<file path="src/dcfe_pkg.sv">
// ---------------------------------------------------------------------------
// Dual contour face emitter package
// Shared widths, codes and the record types passed between the front part,
// the job queue and the back part.
// ---------------------------------------------------------------------------
package dcfe_pkg;

  localparam int IDX_W         = 18;
  localparam int SAMPLE_W      = 16;
  localparam int CELLS_W       = 7;
  localparam int DATA_W        = 32;
  localparam int ADDR_W        = 3;
  localparam int MAX_CELLS_DEF = 64;
  localparam int CELLS_RST     = 64;
  localparam int QUEUE_DEPTH   = 4;

  // Register indexes, selected by bit 2 of the byte address.
  localparam int  REG_SEL_BIT = 2;
  localparam logic REG_CELLS  = 1'b0;
  localparam logic REG_THRESH = 1'b1;

  typedef enum logic [1:0] {
    AXIS_X = 2'd0,
    AXIS_Y = 2'd1,
    AXIS_Z = 2'd2
  } dcfe_axis_e;

  // One sample that closes at least one crossed edge.
  typedef struct packed {
    logic [IDX_W-1:0] base;  // cell index of the sample position
    logic [2:0]       hit;   // crossed edges, bit per axis
    logic [2:0]       fall;  // first end inside, bit per axis
  } dcfe_job_t;

  typedef struct packed {
    logic full;
    logic empty;
  } dcfe_q_status_t;

endpackage

</file>
<file path="src/dcfe_fifo.sv">
// ---------------------------------------------------------------------------
// Dual contour face emitter, job queue
// Short first-in first-out queue of jobs between the front and back parts.
// ---------------------------------------------------------------------------
module dcfe_fifo
  import dcfe_pkg::*;
(
  input  logic           clk_i,
  input  logic           rst_ni,
  input  logic           push_i,
  input  dcfe_job_t      job_i,
  input  logic           pop_i,
  output dcfe_job_t      head_o,
  output dcfe_q_status_t status_o
);

  localparam int PW = $clog2(QUEUE_DEPTH);

  dcfe_job_t   entry_q [QUEUE_DEPTH];
  logic [PW-1:0] wr_ptr_q, rd_ptr_q;
  logic [PW:0]   count_q;

  assign status_o = '{full: count_q == (PW+1)'(QUEUE_DEPTH), empty: count_q == '0};
  assign head_o   = entry_q[rd_ptr_q];

  always_ff @(posedge clk_i) begin
    if (push_i) begin
      entry_q[wr_ptr_q] <= job_i;
    end
  end

  always_ff @(posedge clk_i or negedge rst_ni) begin
    if (!rst_ni) begin
      wr_ptr_q <= '0;
      rd_ptr_q <= '0;
      count_q  <= '0;
    end else begin
      if (push_i) begin
        wr_ptr_q <= wr_ptr_q + PW'(1);
      end
      if (pop_i) begin
        rd_ptr_q <= rd_ptr_q + PW'(1);
      end
      if (push_i && !pop_i) begin
        count_q <= count_q + (PW+1)'(1);
      end else if (pop_i && !push_i) begin
        count_q <= count_q - (PW+1)'(1);
      end
    end
  end

endmodule

</file>
<file path="config.mk">
export PLATFORM = sky130hd
export DESIGN_NAME = dcfe_fifo
export DESIGN_NICKNAME = d
export VERILOG_FILES = /design/src/dcfe_pkg.sv /design/src/dcfe_fifo.sv
export SDC_FILE = /design/constraint.sdc
export NUM_CORES = 1
export LEC_CHECK = 0
export BUFFER_PORTS_ARGS = -buffer_cell sky130_fd_sc_hd__buf_2
export CAP_MARGIN = 10
export CORE_MARGIN = 4
export CORE_UTILIZATION = 50
export CTS_BUF_LIST = sky130_fd_sc_hd__clkbuf_8
export CTS_CLUSTER_DIAMETER = 30
export CTS_CLUSTER_SIZE = 12
export DETAILED_ROUTE_END_ITERATION = 6
export HOLD_SLACK_MARGIN = 0.02
export PLACE_DENSITY = 0.71
export SETUP_SLACK_MARGIN = 0.2
export SYNTH_ARGS = -nofsm -noshare
export SYNTH_HDL_FRONTEND = slang
export SYNTH_SLANG_ARGS = --single-unit
export TNS_END_PERCENT = 20
</file>
<file path="constraint.sdc">
create_clock -name clk_i -period 3 [get_ports clk_i]
set_input_delay 0.45 -clock clk_i [delete_from_list [all_inputs] [get_ports clk_i]]
set_output_delay 0.45 -clock clk_i [all_outputs]
set_load 0.02 [all_outputs]
</file>
==> flow_summary.ini <==
[outcome]
status = complete, no violations

[die]
rows = 31
die_h_um = 96.3
boundaryPins = 54
dieArea_um2 = 9280
start_util = 0.527
die_w_um = 96.3
fp.coreArea_um2 = 7410

[global_routing]
track_usage = 0.151
grt_pass1_wl_um = 9870
antenna_found_initial = 0
overflow = 0
gr-usage-met3 = 0.0360
busiest_layer = met2
met2_usage = 0.244
grt_start_max_net_pins = 25
grtUsageMet1 = 0.196
grt_pass1_vias = 1862

[synth]
synth_top_family_by_area = multiplexers
synth_top_cell_by_area = edfxtp_1
synth-async-reset-ratio = 0.0680
synth_seq_cells = 103
yosysSeqAreaShare = 0.784
ys.flop_type = edfxtp_1
ys_types = 19
synth_compound_area_frac = 0.00128
synthSimpleGateAreaFrac = 0.0125
synthesis.nets = 194
netlist_area_um2 = 3900
post_synth.cell_area_avg_um2 = 24.4
synth.cells.most_frequent = edfxtp_1, mux4_2, dfrtp_1, mux4_1, ha_1
synthAdderAreaFrac = 0.0212
synth_xor_area_frac = 0.0135
synthCells = 160
synth_edf_count = 96
yosys-top-cells-area = edfxtp_1, mux4_2, dfrtp_1
yosys_warnings = 0
yosysTopAreaCellShare = 0.739
synthMuxAreaShare = 0.147
yosysMostFrequentCell = edfxtp_1

[pwr]
irDropWorstVdd_uv = 437
p_leak_nw = 1.61
finalPower_w = 0.00423
power_density_nw_per_um2 = 943

[cells_and_area]
multi_input_area_um2 = 763
final_nets = 259
drive_gt1_frac = 0.404
syn_to_final_growth_pct = 14.9
seqCellArea_um2 = 3060
fillers = 528
diodes = 0

[worst_setup_path]
r2r_end = entry_q[1][16]
cpPeakStageDelay_ns = 0.63
cp.arrival_ns = 1.96
critical_path.startpoint = rd_ptr_q[0]
cp_slowest_cell = dfrtp_2
cp-start-kind = flop
critPathRequiredTime_ns = 2.55
crit_end = head_o[19]
rr_worst_depth = 4
rrSetupSlack_ns = 1.41
crit_chain = buf_12 -> mux4_1 -> buf_2
worstReg2RegStart = wr_ptr_q[1]
path_max_fanout = 15
critical_path_class = reg -> out
end_kind = output pin

[sta]
hold_viol = 0
finalCritPeriodShare = 0.802
fmaxAchievable_mhz = 416
min_period_ns = 2.41
skew_ns = 0.00955
grt_setup_unrepaired = false
relSlewSlack = 0.664
tightest_slew_ns = 0.504
drv_slew = 0
whs_ns = 0.298
fin_tns_setup_ns = 0
setup_viol = 0

[placed_design]
port_buffers = 53
dpl.hpwl_um = 4080
place_congestion = 0.649

[cts]
cts_setup_buffers = 0
cts_root_buffer = clkbuf_8
clockBufferDepth = 2
cts_tree = built
cts_resized = 0
h-tree-depth = 3
clk_latency_ns = 0.36
cts_buffers = 9
cts.sinks = 103
clk_pin_slew_ns = 0.09

[drt]
via_per_inst = 5.35
via_count = 1761
drt_iter0_drc = 76
drt_pass1_iterations = 4
wl_per_cell_um = 19.4
wl_um = 6380
drcViolationCount = 0
final_antenna_net_count = 0

[min_path]
hp-class = in -> reg

[job]
maxCapViolCount = 0
## registers in the layout (all words and copies together) (netlist names)
signal / flops
rd_ptr_q: 2
count_q: 3
entry_q: 96
wr_ptr_q: 2
## layout make-up
cell class                      count  area share
Tap cell                           99      0.0276
Clock inverter                      7      0.0145
Clock buffer                        9      0.0276
Multi-Input combinational cell     47       0.170
Timing Repair Buffer               60      0.0742
Inverter                            4     0.00335
Sequential cell                   103       0.682
## through the flow
step | worst slack [ns] | utilization | cells | instance area, um2
2_1_floorplan | 1.37 | - | 160 | 3900
3_3_place_gp | 0.949 | 0.578 | 312 | 4280
3_5_place_dp | 0.956 | 0.578 | 312 | 4280
4_1_cts | 0.555 | 0.605 | 329 | 4480
5_1_grt | 0.443 | 0.605 | 329 | 4480
6_report | 0.594 | 0.605 | 329 | 4480
## repair_timing
action                                  4_1_cts  5_1_grt
endpoints found under the setup margin        0        0
endpoints found under the hold margin         7        0
hold buffers                                  1        0
## cell families after synthesis
family	count (synthesis)
xor gates and xnor gates	6
DFF	103
muxes	25
buffers and inverters	10
AOI/OAI and AO/OA	1
and+or+nand+nor	9
adders and majority gates	6
## routing by layer
metal  wire length, um  share of wire
met4               107          0.017
met3               344          0.054
met1              2620           0.41
met2              3310           0.52
met5                 0              0
## cell usage in the layout, fill, tap and decap left out, drive strengths merged
| cell | Yosys | layout |
|---|---|---|
| and2 | 4 | 4 |
| buf | 6 | 59 |
| bufinv | 0 | 1 |
| clkbuf | 0 | 9 |
| clkinv | 0 | 3 |
| dfrtp | 7 | 7 |
| dlygate4sd3 | 0 | 1 |
| edfxtp | 96 | 96 |
| fa | 1 | 1 |
| ha | 5 | 5 |
| inv | 4 | 7 |
| mux2 | 1 | 1 |
| mux4 | 24 | 24 |
| nand2 | 2 | 2 |
| nor2 | 1 | 1 |
| nor3 | 1 | 1 |
| nor3b | 1 | 1 |
| o21ai | 1 | 1 |
| xnor2 | 2 | 2 |
| xor2 | 4 | 4 |
## worst min-delay path by stage
stage / cells after the start / to / from / slack, ns
finish: 1 / entry_q[3][6] / job_i[6] / 0.30
global route: 1 / entry_q[3][6] / job_i[6] / 0.28
CTS: 1 / entry_q[3][6] / job_i[6] / 0.28
detailed placement: 1 / wr_ptr_q[1] / rst_ni / 0.30
global placement: 1 / wr_ptr_q[1] / rst_ni / 0.29
floorplan: 0 / count_q[0] / rst_ni / 0.15
## worst max-delay path, delay by kind of cell (launching register included)
kind / cells / cell delay, ns
mux: 1 / 0.55
flops: 1 / 0.63
buf+inv: 2 / 0.40
## power breakdown
part           switching, W  internal [W]  leakage [nW]
Sequential         0.000168       0.00189         0.963
Combinational      0.000748      0.000603         0.539
Clock              0.000440      0.000381         0.106
Total               0.00136       0.00287          1.61
Power figures use the tool's default switching activity.
