`config.mk`:
```
export PLATFORM = sky130hd
export DESIGN_NAME = dcfe_back
export DESIGN_NICKNAME = d
export VERILOG_FILES = /design/src/dcfe_pkg.sv /design/src/dcfe_back.sv
export SDC_FILE = /design/constraint.sdc
export NUM_CORES = 1
export LEC_CHECK = 0
export BUFFER_PORTS_ARGS = -buffer_cell sky130_fd_sc_hd__buf_4
export CELL_PAD_IN_SITES_DETAIL_PLACEMENT = 1
export CELL_PAD_IN_SITES_GLOBAL_PLACEMENT = 1
export CORE_ASPECT_RATIO = 2
export CORE_MARGIN = 3
export CORE_UTILIZATION = 34
export DETAILED_ROUTE_END_ITERATION = 12
export PLACE_DENSITY_LB_ADDON = 0.1
export SYNTH_ARGS = -nofsm -noshare
export SYNTH_HDL_FRONTEND = slang
export SYNTH_SLANG_ARGS = --single-unit
```
`constraint.sdc`:
```
create_clock -name clk_i -period 7.4 [get_ports clk_i]
set_clock_uncertainty 0.2 [all_clocks]
set_input_delay 1.11 -clock clk_i [delete_from_list [all_inputs] [get_ports clk_i]]
set_output_delay 1.11 -clock clk_i [all_outputs]
set_load 0.03 [all_outputs]
```
`src/dcfe_pkg.sv`:
```
// ---------------------------------------------------------------------------
// Dual contour face emitter package
// Shared widths, codes and the record types passed between the front part,
// the job queue and the back part.
// ---------------------------------------------------------------------------
package dcfe_pkg;

  localparam int IDX_W         = 18;
  localparam int SAMPLE_W      = 16;
  localparam int CELLS_W       = 7;
  localparam int DATA_W        = 32;
  localparam int ADDR_W        = 3;
  localparam int MAX_CELLS_DEF = 64;
  localparam int CELLS_RST     = 64;
  localparam int QUEUE_DEPTH   = 4;

  // Register indexes, selected by bit 2 of the byte address.
  localparam int  REG_SEL_BIT = 2;
  localparam logic REG_CELLS  = 1'b0;
  localparam logic REG_THRESH = 1'b1;

  typedef enum logic [1:0] {
    AXIS_X = 2'd0,
    AXIS_Y = 2'd1,
    AXIS_Z = 2'd2
  } dcfe_axis_e;

  // One sample that closes at least one crossed edge.
  typedef struct packed {
    logic [IDX_W-1:0] base;  // cell index of the sample position
    logic [2:0]       hit;   // crossed edges, bit per axis
    logic [2:0]       fall;  // first end inside, bit per axis
  } dcfe_job_t;

  typedef struct packed {
    logic full;
    logic empty;
  } dcfe_q_status_t;

endpackage

```
`src/dcfe_back.sv`:
```
// ---------------------------------------------------------------------------
// Dual contour face emitter, back part
// Takes the job at the head of the queue and emits one quad per cycle into
// the output register while it is empty or popped, in the order X, Y, Z.
// ---------------------------------------------------------------------------
module dcfe_back
  import dcfe_pkg::*;
#(
  parameter int MAX_CELLS = MAX_CELLS_DEF,
  localparam int NW = $clog2(MAX_CELLS + 1)
) (
  input  logic              clk_i,
  input  logic              rst_ni,
  input  dcfe_job_t         head_i,
  input  dcfe_q_status_t    q_status_i,
  output logic              q_pop_o,
  input  logic [NW-1:0]     n_i,
  input  logic [IDX_W-1:0]  nsq_i,
  input  logic              pop_i,
  output logic              empty_o,
  output logic [IDX_W-1:0]  corner_a_o,
  output logic [IDX_W-1:0]  corner_b_o,
  output logic [IDX_W-1:0]  corner_c_o,
  output logic [IDX_W-1:0]  corner_d_o,
  output logic [1:0]        edge_axis_o,
  output logic              edge_polarity_o,
  output logic              last_of_item_o
);

  // Offsets of neighbouring cells: one step back in x, y (n) and z (n*n).
  logic [IDX_W-1:0] off_1n_q, off_1q_q, off_nq_q, off_all_q, off_n_q, off_q_q;
  logic [2:0]       done_q, done_d, pending, sel_mask, rest;
  dcfe_axis_e       axis;
  logic             emit, fall;
  logic             out_valid_q, out_valid_d;
  logic [IDX_W-1:0] ca, cb, cc, cd;

  always_ff @(posedge clk_i) begin
    off_n_q   <= IDX_W'(n_i);
    off_q_q   <= nsq_i;
    off_1n_q  <= IDX_W'(n_i) + IDX_W'(1);
    off_1q_q  <= nsq_i + IDX_W'(1);
    off_nq_q  <= nsq_i + IDX_W'(n_i);
    off_all_q <= nsq_i + IDX_W'(n_i) + IDX_W'(1);
  end

  assign pending = head_i.hit & ~done_q;

  always_comb begin
    if (pending[AXIS_X]) begin
      axis = AXIS_X;
    end else if (pending[AXIS_Y]) begin
      axis = AXIS_Y;
    end else begin
      axis = AXIS_Z;
    end
  end

  assign sel_mask = 3'b001 << axis;
  assign rest     = pending & ~sel_mask;
  assign fall     = head_i.fall[axis];
  assign emit     = !q_status_i.empty && pending != '0 && (!out_valid_q || pop_i);
  assign q_pop_o  = emit && rest == '0;

  always_comb begin
    ca = head_i.base - off_all_q;
    case (axis)
      AXIS_X: begin
        cb = head_i.base - off_1q_q;
        cc = head_i.base - IDX_W'(1);
        cd = head_i.base - off_1n_q;
      end
      AXIS_Y: begin
        cb = head_i.base - off_1n_q;
        cc = head_i.base - off_n_q;
        cd = head_i.base - off_nq_q;
      end
      default: begin
        cb = head_i.base - off_nq_q;
        cc = head_i.base - off_q_q;
        cd = head_i.base - off_1q_q;
      end
    endcase
  end

  always_comb begin
    done_d      = done_q;
    out_valid_d = out_valid_q;
    if (emit) begin
      done_d      = (rest == '0) ? '0 : (done_q | sel_mask);
      out_valid_d = 1'b1;
    end else if (pop_i) begin
      out_valid_d = 1'b0;
    end
  end

  always_ff @(posedge clk_i or negedge rst_ni) begin
    if (!rst_ni) begin
      done_q      <= '0;
      out_valid_q <= 1'b0;
    end else begin
      done_q      <= done_d;
      out_valid_q <= out_valid_d;
    end
  end

  // Falling edges swap the second and fourth corners.
  always_ff @(posedge clk_i) begin
    if (emit) begin
      corner_a_o      <= ca;
      corner_b_o      <= fall ? cd : cb;
      corner_c_o      <= cc;
      corner_d_o      <= fall ? cb : cd;
      edge_axis_o     <= axis;
      edge_polarity_o <= fall;
      last_of_item_o  <= rest == '0;
    end
  end

  assign empty_o = !out_valid_q;

endmodule

```
==> results of run 1 <==
[per-layer routing]
layer / global-route usage / up-vias
li1: - / 4969
met1: 0.2239 / 4895
met2: 0.4043 / 190
met3: 0.02791 / 73
met4: 0.1124 / 0
met5: 0 / -
[through the flow]
step                  util  hold WS, ns
floorplan                -       0.2761
global placement    0.3875       0.3145
detailed placement  0.3875       0.3185
CTS                 0.4040       0.2227
global route        0.4040       0.2273
finish              0.4040       0.2480
[registers in the layout, summed over array words and instances (netlist names), 8 cells and up]
| signal | flops |
|---|---|
| corner_a_o | 18 |
| corner_b_o | 18 |
| corner_c_o | 18 |
| corner_d_o | 18 |
| off_1n_q | 8 |
| off_1q_q | 18 |
| off_all_q | 18 |
| off_nq_q | 18 |
| off_q_q | 18 |
[cells in the final DEF, fill, tap and decap left out, types with 5 or more instances in the layout]
cell type,synthesis,layout
or3_1,14,14
nor2b_1,22,20
nand3b_1,5,5
clkbuf_16,0,17
and4_1,6,6
buf_4,0,139
a21o_1,15,15
o21a_1,20,20
a211oi_1,29,29
xor2_1,36,36
nand3_1,54,54
dfxtp_1,87,87
nor4_1,6,6
o31a_1,7,7
ha_1,86,86
nor2_1,92,92
o22ai_1,10,10
o221ai_1,5,5
mux2i_1,8,8
a21oi_1,84,83
o21ai_0,61,61
o211ai_1,13,13
nand2b_1,20,20
a31oi_1,9,9
nor3_1,51,51
nand2_1,125,125
a21boi_0,6,6
a22oi_1,5,5
fa_1,6,6
xnor2_1,71,71
nand4_1,8,8
a31o_2,5,5
and2_1,14,14
o31ai_1,13,13
or4_1,6,6
edfxtp_1,76,76
o2111ai_1,6,6
inv_1,95,95
and3_1,15,15
[final cells by class]
| cell class | instances | area (um^2) | area share |
|---|---|---|---|
| multi-input cells | 1000 | 6734 | 0.5044 |
| flip-flops and latches | 167 | 4124 | 0.3089 |
| repair buffers | 139 | 1044 | 0.07816 |
| well taps | 432 | 540.5 | 0.04048 |
| clock buffers | 20 | 456.7 | 0.03420 |
| inverters | 97 | 364.1 | 0.02727 |
| clock inverters | 12 | 88.84 | 0.006654 |
[cells in the mapped netlist, types with 14 or more instances]
master	number	area [um^2]
nor2_1	92	345.3
inv_1	95	356.6
clkbuf_1	40	150.1
or3_1	14	87.58
o21ai_0	61	305.3
xnor2_1	71	621.9
and2_1	14	87.58
a21o_1	15	112.6
o21a_1	20	150.1
xor2_1	36	315.3
a21oi_1	84	420.4
nand2_1	125	469.2
nor2b_1	22	137.6
nand2b_1	20	125.1
nor3_1	51	255.2
edfxtp_1	76	2282
dfxtp_1	87	1742
ha_1	86	1076
and3_1	15	93.84
nand3_1	54	270.3
a211oi_1	29	217.7
[cells by family after synthesis]
group	Yosys count	share of synthesized area
DFF	167	0.3616
AOI/OAI and AO/OA	335	0.1960
buffers and inverters	148	0.04926
muxes	8	0.007022
adders and majority gates	92	0.1049
xor gates and xnor gates	107	0.08218
and+or+nand+nor	458	0.1990
[worst max-delay path by stage]
stage | start | endpoint | slack, ns | cells after the start
after global routing | head_i[3] | q_pop_o | 2.43 | 10
after floorplan | head_i[3] | q_pop_o | 1.64 | 7
after CTS | head_i[3] | q_pop_o | 2.61 | 10
after detailed placement | head_i[4] | corner_c_o[16] | 2.42 | 13
final | head_i[3] | q_pop_o | 2.61 | 10
after global placement | head_i[3] | corner_c_o[17] | 2.46 | 15
[report_power, final]
part / internal [W] / switching, W
clock: 0.000451 / 0.000401
sequential: 0.00118 / 0.0000451
combinational: 0.000634 / 0.00113
total: 0.00227 / 0.00158
==> metrics.md, run 1 <==
| Metric | Value |
|---|---|
| Mean Syn Cell Area | `just under 9 um^2` |
| Post-Place Worst Slack | `between 2 and 2.5 ns` |
| Final setup vio count | `0` |
| WS Path Type | `primary input to primary output` |
| Pin count of the biggest net entering global routing | `80` |
| DR top layer | `met4` |
| Sink Count | `167` |
| RD Place Congestion | `between 0.8 and 0.9` |
| Worst slew margin | `0.2920` |
| Crit path launch type | `primary input` |
| Root buf cell | `clkbuf_16` |
| CTS clk-pin slew, worst paths | `roughly 0.060 ns` |
| DR DRC count | `0` |
| Slowest stage delay, CP | `about 0.46 ns` |
| Core region area | `33050 um^2` |
| Initial Utilization | `0.3450` |
| Slowest CP cell | `buf_4` |
| Max Clock Freq | `208.7 MHz` |
| Initial DRT Pass Iterations | `4` |
| Placed cell count | `about 1800` |
| Synth cell types | `76` |
| Fin crit share | `0.6476` |
| H-tree levels | `4` |
| Dpl cell area | `between 10000 and 15000 um^2` |
| Mean routed wirelength per cell | `roughly 20 um` |
| Initial antenna violation count | `0` |
| Chip width | `between 100 and 150 um` |
| CTS tree | `yes` |
| Reg2Reg Launch Point | `done_q[0]` |
| Worst reg-to-reg path cell count | `13` |
| Worst-path cell chain | `buf_4, nand2b_1, buf_4, nand2_1, clkinv_1, buf_4, a21o_1, a21oi_4, and2_1, buf_4` |
| WL met2 | `roughly 21 mm` |
| Area delta synth->final | `17.08%` |
| Unrepaired setup endpoints after global routing | `no` |
| DP Wirelength | `just under 30 mm` |
| Endpoint type of the worst setup path | `primary output` |
| Max_cap viols | `0` |
| Cell area after layout | `between 10000 and 15000 um^2` |
| Vias in the first global route | `between 10000 and 15000` |
| CP delay by family, top | `buffers and inverters` |
| Latest clock arrival within the worst-skew pair | `about 0.45 ns` |
| First-pass GRT wire length | `slightly below 60 mm` |
| Via/cell ratio | `between 5 and 6` |
| Post-synthesis async set-or-reset flop share | `0.02395` |
| Number of setup buffers added after CTS | `0` |
| Tightest Hold Check Type | `primary input to async pin` |
| Power Density | `roughly 290 nW/um^2` |
| Ant diodes | `0` |
| Met3 WL | `approximately 940 um` |
| Wl on met1 | `approximately 14 mm` |
| Power, Total | `~0.0038 W` |
| Final slew viol count | `0` |
| Total die area | `35910 um^2` |
| Nets | `about 1600` |
| Most used cell, CP | `buf_4` |
| WP data required | `about 6.1 ns` |
| Critical Path AT | `between 3 and 4 ns` |
| Fillers | `3902` |
| Sequential element share of the synthesized area | `0.3616` |
| Port bufs | `between 100 and 150` |
| Final hold violations | `0` |
| Ports | `~130` |
| Synth Warn # | `0` |
| Fin worst setup slack | `~2.6 ns` |
| Tmin final | `around 4.8 ns` |
| Yosys reg bits | `approximately 170` |
| Crit Path Max Fanout | `45` |
| Share of cells above drive strength 1 | `0.1324` |
| Routed WL | `approximately 38 mm` |
| Worst slew pin tran | `1.062 ns` |
| GRT Util Overall | `0.2135` |
| Die Ht | `about 260 um` |
| Post-synth EDFFs | `76` |
| Post-synthesis cell count | `1315` |
| Congestion Overflow GR | `0` |
| CP Buf/Inv Count | `5` |
| Maximum buffer depth of the clock tree | `2` |
| Post-synthesis net count | `about 1500` |
| Peak VDD IR | `between 150 and 200 uV` |
| Final TNS setup | `0 ns` |
| Synthesized cell area | `roughly 11000 um^2` |
| Leak | `between 5 and 6 nW` |
| RR Endpoint | `corner_c_o[16]` |
| Initial DRC count | `about 410` |
| Dominant synthesized flop cell | `dfxtp_1` |
| CTS buffer count | `17` |
| R2R setup slack | `3.21 ns` |
| Final ANT Viol Nets | `0` |
| Row count | `94` |
| Post_cts resized | `0` |
| DR vias | `about 10000` |
| CTS Hold Buffers Added | `0` |
| Run status | `finished clean` |
| Post-route insts no fill | `1867` |
Note: power is estimated with default switching activity, not from simulation.
==> run 2: changes to the inputs <==
Settings changed: ABC_AREA set to 1.
Clock period 7.4 ns to 4.7 ns, I/O delays scaled along.
==> metrics.md, run 2 <==
| Metric | Value |
|---|---|
| CTS clk-pin slew, worst paths | `0.08 ns` |
| Congestion Overflow GR | `0` |
| Tightest Hold Check Type | `primary input to flip-flop` |
| Post-synthesis net count | `1666` |
| Fin crit share | `0.7839` |
| CTS tree | `yes` |
| DR DRC count | `0` |
| Sequential element share of the synthesized area | `0.3616` |
| CTS buffer count | `17` |
| Initial DRC count | `around 370` |
| Port bufs | `130` |
| Final setup vio count | `0` |
| WP data required | `approximately 4.7 ns` |
| Area delta synth->final | `18.50%` |
| Maximum buffer depth of the clock tree | `2` |
| DP Wirelength | `between 30 and 40 mm` |
| Yosys reg bits | `roughly 170` |
| Clock group share of total power | `0.242` |
| Initial antenna violation count | `0` |
| Synth Warn # | `0` |
| Final TNS setup | `0 ns` |
| Internal power | `~0.0035 W` |
| Crit Path Max Fanout | `34` |
| Worst reg-to-reg path cell count | `16` |
| Peak VDD IR | `277.8 uV` |
| Unrepaired setup endpoints after global routing | `no` |
| Pin count of the biggest net entering global routing | `just over 50` |
| Routed WL | `40.69 mm` |
| Core region area | `between 30000 and 40000 um^2` |
| Worst slew margin | `0.5680` |
| Mean routed wirelength per cell | `between 15 and 20 um` |
| Nets | `around 1800` |
| Most common cell in the netlist | `nand2_1` |
| Latest clock arrival within the worst-skew pair | `0.46 ns` |
| Synth cell types | `just over 50` |
| Post-synth EDFFs | `76` |
| Hold path start | `n_i[4]` |
| Ant diodes | `0` |
| Share of cells above drive strength 1 | `0.1323` |
| Yosys top cell by area | `edfxtp_1` |
| NetSw | `approximately 0.0025 W` |
| Commonest cells after routing, fill and taps aside | `379 x nand2_1, 223 x inv_1, 151 x nand3_1` |
| RD Place Congestion | `roughly 0.95` |
| Vias in the first global route | `11600` |
| Sw Share | `0.4188` |
| Total die area | `35910 um^2` |
| WS Path Type | `primary input to flip-flop` |
| Chip width | `roughly 140 um` |
| Final slew viol count | `0` |
| H-tree levels | `4` |
| Initial DRT Pass Iterations | `4` |
| Worst slew pin tran | `between 0.6 and 0.7 ns` |
| GRT Util Overall | `0.2307` |
| Die Ht | `265.0 um` |
| Max_cap viols | `0` |
| Endpoint type of the worst setup path | `flip-flop` |
| Gate power share | `0.435` |
| Fin worst setup slack | `between 1 and 1.5 ns` |
| Area contributors post-synth | `edfxtp_1 20%, dfxtp_1 15%, nand2_1 12%, ha_1 9.4%, inv_1 7.3%` |
| Post-Place Worst Slack | `0.5381 ns` |
| Synthesized cell area | `~11000 um^2` |
| Crit path launch type | `primary input` |
| Sequential Power Share | `0.322` |
| Power Density | `about 440 nW/um^2` |
| First-pass GRT wire length | `roughly 63 mm` |
| Via/cell ratio | `around 5.0` |
| Row count | `between 90 and 100` |
| Initial Utilization | `0.3450` |
| Power, Total | `between 0.006 and 0.007 W` |
| Ports | `between 100 and 150` |
| Sink Count | `approximately 170` |
| Critical Path AT | `between 3 and 4 ns` |
| Dominant synthesized flop cell | `dfxtp_1` |
| DR vias | `about 11000` |
| Mean Syn Cell Area | `roughly 7.5 um^2` |
| Setup crit start | `head_i[3]` |
| Worst Hold Margin | `0.1841 ns` |
| Run status | `finished clean` |
| Tmin final | `about 3.7 ns` |
| Post-synth top area share | `0.2001` |
| Post-synthesis cell count | `approximately 1500` |
| Post-synthesis async set-or-reset flop share | `0.02395` |
| Commonest non-fill, non-tap cell in the layout | `nand2_1` |
| Final hold violations | `0` |
| Leak | `roughly 6.6 nW` |
| Root buf cell | `clkbuf_16` |
| Reg2Reg Launch Point | `done_q[0]` |
| Max Clock Freq | `approximately 270 MHz` |
| Final ANT Viol Nets | `0` |
| Post_cts resized | `0` |
| Synth top cells by count | `379 x nand2_1, 223 x inv_1, 151 x nand3_1, 103 x nor2_1, 87 x dfxtp_1` |
| Hold path depth | `1` |
| Fillers | `between 4000 and 5000` |
## run 2: cell count changes after synthesis, moves of 16 or more
cell | before | now
nand2b_1 | 20 | 0
a211oi_1 | 29 | 0
nor2b_1 | 22 | 0
o21ai_0 | 61 | 41
nand4_1 | 8 | 36
xor2_1 | 36 | 62
inv_1 | 95 | 223
xnor2_1 | 71 | 25
clkbuf_1 | 40 | 8
nand3_1 | 54 | 151
o21a_1 | 20 | 4
nor3_1 | 51 | 13
nand2_1 | 125 | 379
## run 2: cell families (layout without fill, tap and decap cells)
logic type               count (synthesis)  after routing  share of synthesized area
adder cells (fa/ha/maj)                 92             92                     0.1049
flip-flops                             167            167                     0.3616
AND/OR/NAND/NOR                        738            738                     0.2873
buffers and inverters                  255            406                    0.08580
AO/OA/AOI/OAI                          179            179                    0.09074
XOR/XNOR                                89             89                    0.06967
## run 2: worst max-delay path: stages
cell	delay [ns]
buf_4	0.11
nand2_1	0.13
inv_2	0.06
nor2_2	0.12
buf_4	0.43
a22o_1	0.21
inv_1	0.04
ha_1	0.34
nand2_1	0.06
o21ai_0	0.42
a21oi_1	0.13
buf_4	0.19
o21ai_0	0.42
nand3_1	0.14
nand2_1	0.10
xor2_1	0.06
## run 2: layer usage
layer | up-vias | part of all wire | global-route usage
met2 | 187 | 0.58 | 0.4645
met5 | - | 0 | 0
met3 | 81 | 0.024 | 0.02905
met4 | 0 | 0.054 | 0.1219
li1 | 5258 | - | -
met1 | 5024 | 0.35 | 0.2179
## run 2: timing repair
action / CTS / global route
buffers inserted: 0 / 0
hold endpoints to repair: 4 / 0
hold buffers: 1 / 0
## run 2: final timing paths
check,endpoint,slack [ns]
setup reg to reg,corner_c_o[16],1.02
max in group asynchronous,out_valid_q,3.82
hold reg to reg,done_q[2],0.31
min in group asynchronous,done_q[2],0.38
hold / removal,off_n_q[4],0.18
setup / recovery,corner_c_o[16],1.02
## run 2: area by class of cell
cell class                 instances  area [um^2]  area share
clock buffer                      17        425.4     0.03148
clock inverter                    15        161.4     0.01194
inverter                         233        877.1     0.06491
multi-input combinational       1098         6324      0.4680
sequential                       167         4124      0.3052
tap                              432        540.5     0.04000
timing repair buffer             141         1061     0.07852
## run 2: power by group through the flow
stage / clock (W) / combinational, W / sequential, W
2_1_floorplan: 0 / 0.00146 / 0.00228
3_3_place_gp: 0 / 0.00260 / 0.00197
3_5_place_dp: 0 / 0.00265 / 0.00197
4_1_cts: 0.00149 / 0.00266 / 0.00194
5_1_grt: 0.00154 / 0.00292 / 0.00196
6_report: 0.00146 / 0.00262 / 0.00194
## run 2: metrics by stage
stage          instance area [um^2]  cells    util
2_1_floorplan                 11410   1520       -
3_5_place_dp                  12920   2070  0.3908
4_1_cts                       13510   2103  0.4089
5_1_grt                       13510   2103  0.4089
3_3_place_gp                  12920   2070  0.3908
6_report                      13510   2103  0.4089
==> run 3: changes to the inputs <==
Settings changed: ABC_AREA 1 to 0.
Clock period 4.7 ns to 3 ns, I/O delays scaled along.
==> metrics.md, run 3 (synthesis gave the netlist of run 1 again) <==
| Metric | Value |
|---|---|
| CTS tree | `yes` |
| Row count | `94` |
| Vias in the first global route | `12610` |
| Latest clock arrival within the worst-skew pair | `0.46 ns` |
| Commonest non-fill, non-tap cell in the layout | `buf_4` |
| Most used cell, CP | `a21o_1` |
| Port bufs | `130` |
| Initial DRC count | `about 380` |
| Initial DRT Pass Iterations | `4` |
| Initial Utilization | `0.3450` |
| Core region area | `roughly 33000 um^2` |
| Worst slew margin | `0.5932` |
| Congestion Overflow GR | `0` |
| DR top layer | `met4` |
| WL met2 | `approximately 26 mm` |
| Failing checks | `setup timing` |
| Commonest cells after routing, fill and taps aside | `419 x buf_4, 121 x nand2_1, 93 x inv_1` |
| Maximum buffer depth of the clock tree | `2` |
| Die Ht | `265.0 um` |
| Ports | `about 130` |
| Slowest stage delay, CP | `between 0.4 and 0.5 ns` |
| RR Endpoint | `corner_c_o[17]` |
| Final hold violations | `0` |
| Nets | `1881` |
| Levels on crit path | `15` |
| Sequential cell area | `4128 um^2` |
| Tightest Hold Check Type | `primary input to flip-flop` |
| RD Place Congestion | `between 0.8 and 0.9` |
| Run status | `finished with violations` |
| Sink Count | `about 170` |
| CP delay by family, top | `compound AO/OA/AOI/OAI gates` |
| Fillers | `between 3000 and 4000` |
| Area occupied by multi-input gates | `approximately 7600 um^2` |
| Chip width | `~140 um` |
| Met3 WL | `between 1 and 1.5 mm` |
| R2R setup slack | `-0.15 ns` |
| CTS buffer count | `17` |
| Power, Total | `0.01142 W` |
| DR DRC count | `0` |
| Share of cells above drive strength 1 | `0.3518` |
| Leak | `roughly 7.4 nW` |
| Ant diodes | `0` |
| Total die area | `approximately 36000 um^2` |
| Placed cell count | `about 2100` |
| H-tree levels | `4` |
| GRT Util Overall | `0.2452` |
| Worst Setup EP | `corner_c_o[17]` |
| First-pass GRT wire length | `approximately 68 mm` |
| WS Path Type | `flip-flop to flip-flop` |
| Final setup vio count | `6` |
| Endpoint type of the worst setup path | `flip-flop` |
| DR vias | `roughly 12000` |
| Post-route insts no fill | `2180` |
| Root buf cell | `clkbuf_16` |
| Initial antenna violation count | `0` |
| Max Clock Freq | `about 320 MHz` |
| Final ANT Viol Nets | `0` |
| Max_cap viols | `0` |
| Worst slew pin tran | `slightly above 0.6 ns` |
| Worst reg-to-reg path cell count | `15` |
| Worst-path cell chain | `nand2b_4, buf_6, nand2_4, clkinv_8, nand2_4, ha_4, a21o_1, a21o_1, a21o_1, buf_4, a21oi_4, o211ai_1, a31o_2, a21oi_2, xnor2_1` |
| Wl on met1 | `around 16 mm` |
| Crit Path Max Fanout | `6` |
| Area delta synth->final | `47.37%` |
| Crit path launch type | `flip-flop` |
| CP Buf/Inv Count | `3` |
| Peak VDD IR | `around 460 uV` |
| CTS clk-pin slew, worst paths | `about 0.080 ns` |
| Fin crit share | `1.052` |
| Routed WL | `44.52 mm` |
| Reg2Reg Launch Point | `done_q[1]` |
| Critical Path AT | `about 3.2 ns` |
| Fin worst setup slack | `-0.1547 ns` |
| Mean routed wirelength per cell | `just over 20 um` |
| Via/cell ratio | `5.312` |
| WP data required | `3.02 ns` |
| Slowest CP cell | `dfrtp_1` |
| Setup crit start | `done_q[1]` |
| Unrepaired setup endpoints after global routing | `yes` |
| Worst Hold Margin | `about 0.035 ns` |
| Final slew viol count | `0` |
| DP Wirelength | `around 34 mm` |
| Tmin final | `about 3.2 ns` |
| Power Density | `679.7 nW/um^2` |
| Pin count of the biggest net entering global routing | `80` |
run 3: cell types whose count changed in the layout (fill, tap and decap cells not counted), sizes merged, moves of 20 or more:
cell / change
xor2: -28
nor3: +36
nand4: -28
nand2: -266
nor2b: +22
a211oi: +29
nand2b: +20
xnor2: +46
nand3: -102
buf: +294
inv: -140
run 3: metrics by stage:
stage	setup slack, ns	util	area, um^2	setup TNS [ns]
final	-0.1547	0.5085	16800	-0.5930
after floorplan	-0.4364	-	11510	-1.238
after detailed placement	-0.6342	0.4544	15020	-18.13
after global placement	-0.5256	0.4544	15020	-14.91
after CTS	-0.2090	0.4874	16110	-0.9035
after global routing	-0.2988	0.5085	16800	-2.108
run 3: layout make-up:
class | instances | share of cell area
inverter | 97 | 0.02241
clock buffer | 18 | 0.02613
clock inverter | 14 | 0.01102
tap | 432 | 0.03216
sequential | 167 | 0.2456
multi-input combinational | 1001 | 0.4516
timing repair buffer | 451 | 0.2110
run 3: worst min-delay path by stage:
stage | startpoint | end | cells after the start
after floorplan | rst_ni | done_q[0] | 0
after global placement | rst_ni | done_q[0] | 1
after detailed placement | rst_ni | done_q[0] | 1
after CTS | n_i[6] | off_1n_q[6] | 2
after global routing | nsq_i[5] | off_1q_q[5] | 2
final | nsq_i[5] | off_1q_q[5] | 2
run 3: routing by layer:
metal  up-vias  GRT usage
met2       202     0.4872
met4         0     0.1012
met1      5716     0.2515
met3        76    0.02810
li1       5586          -
met5         -          0
run 3: report_power, final:
| part | total (W) | leakage (nW) | internal, W | switching (W) |
|---|---|---|---|---|
| Sequential | 0.00304 | 1.50 | 0.00292 | 0.000122 |
| Combinational | 0.00595 | 5.56 | 0.00263 | 0.00333 |
| Clock | 0.00243 | 0.302 | 0.00136 | 0.00107 |
run 3: what timing repair did:
item                                    4_1_cts  5_1_grt
endpoints found under the hold margin        21        0
buffers inserted                             14       13
hold buffers                                 17        0
cloned                                        0        1
resized for setup                            52      120
pin swaps                                    28       67
endpoints found under the setup margin       27       38
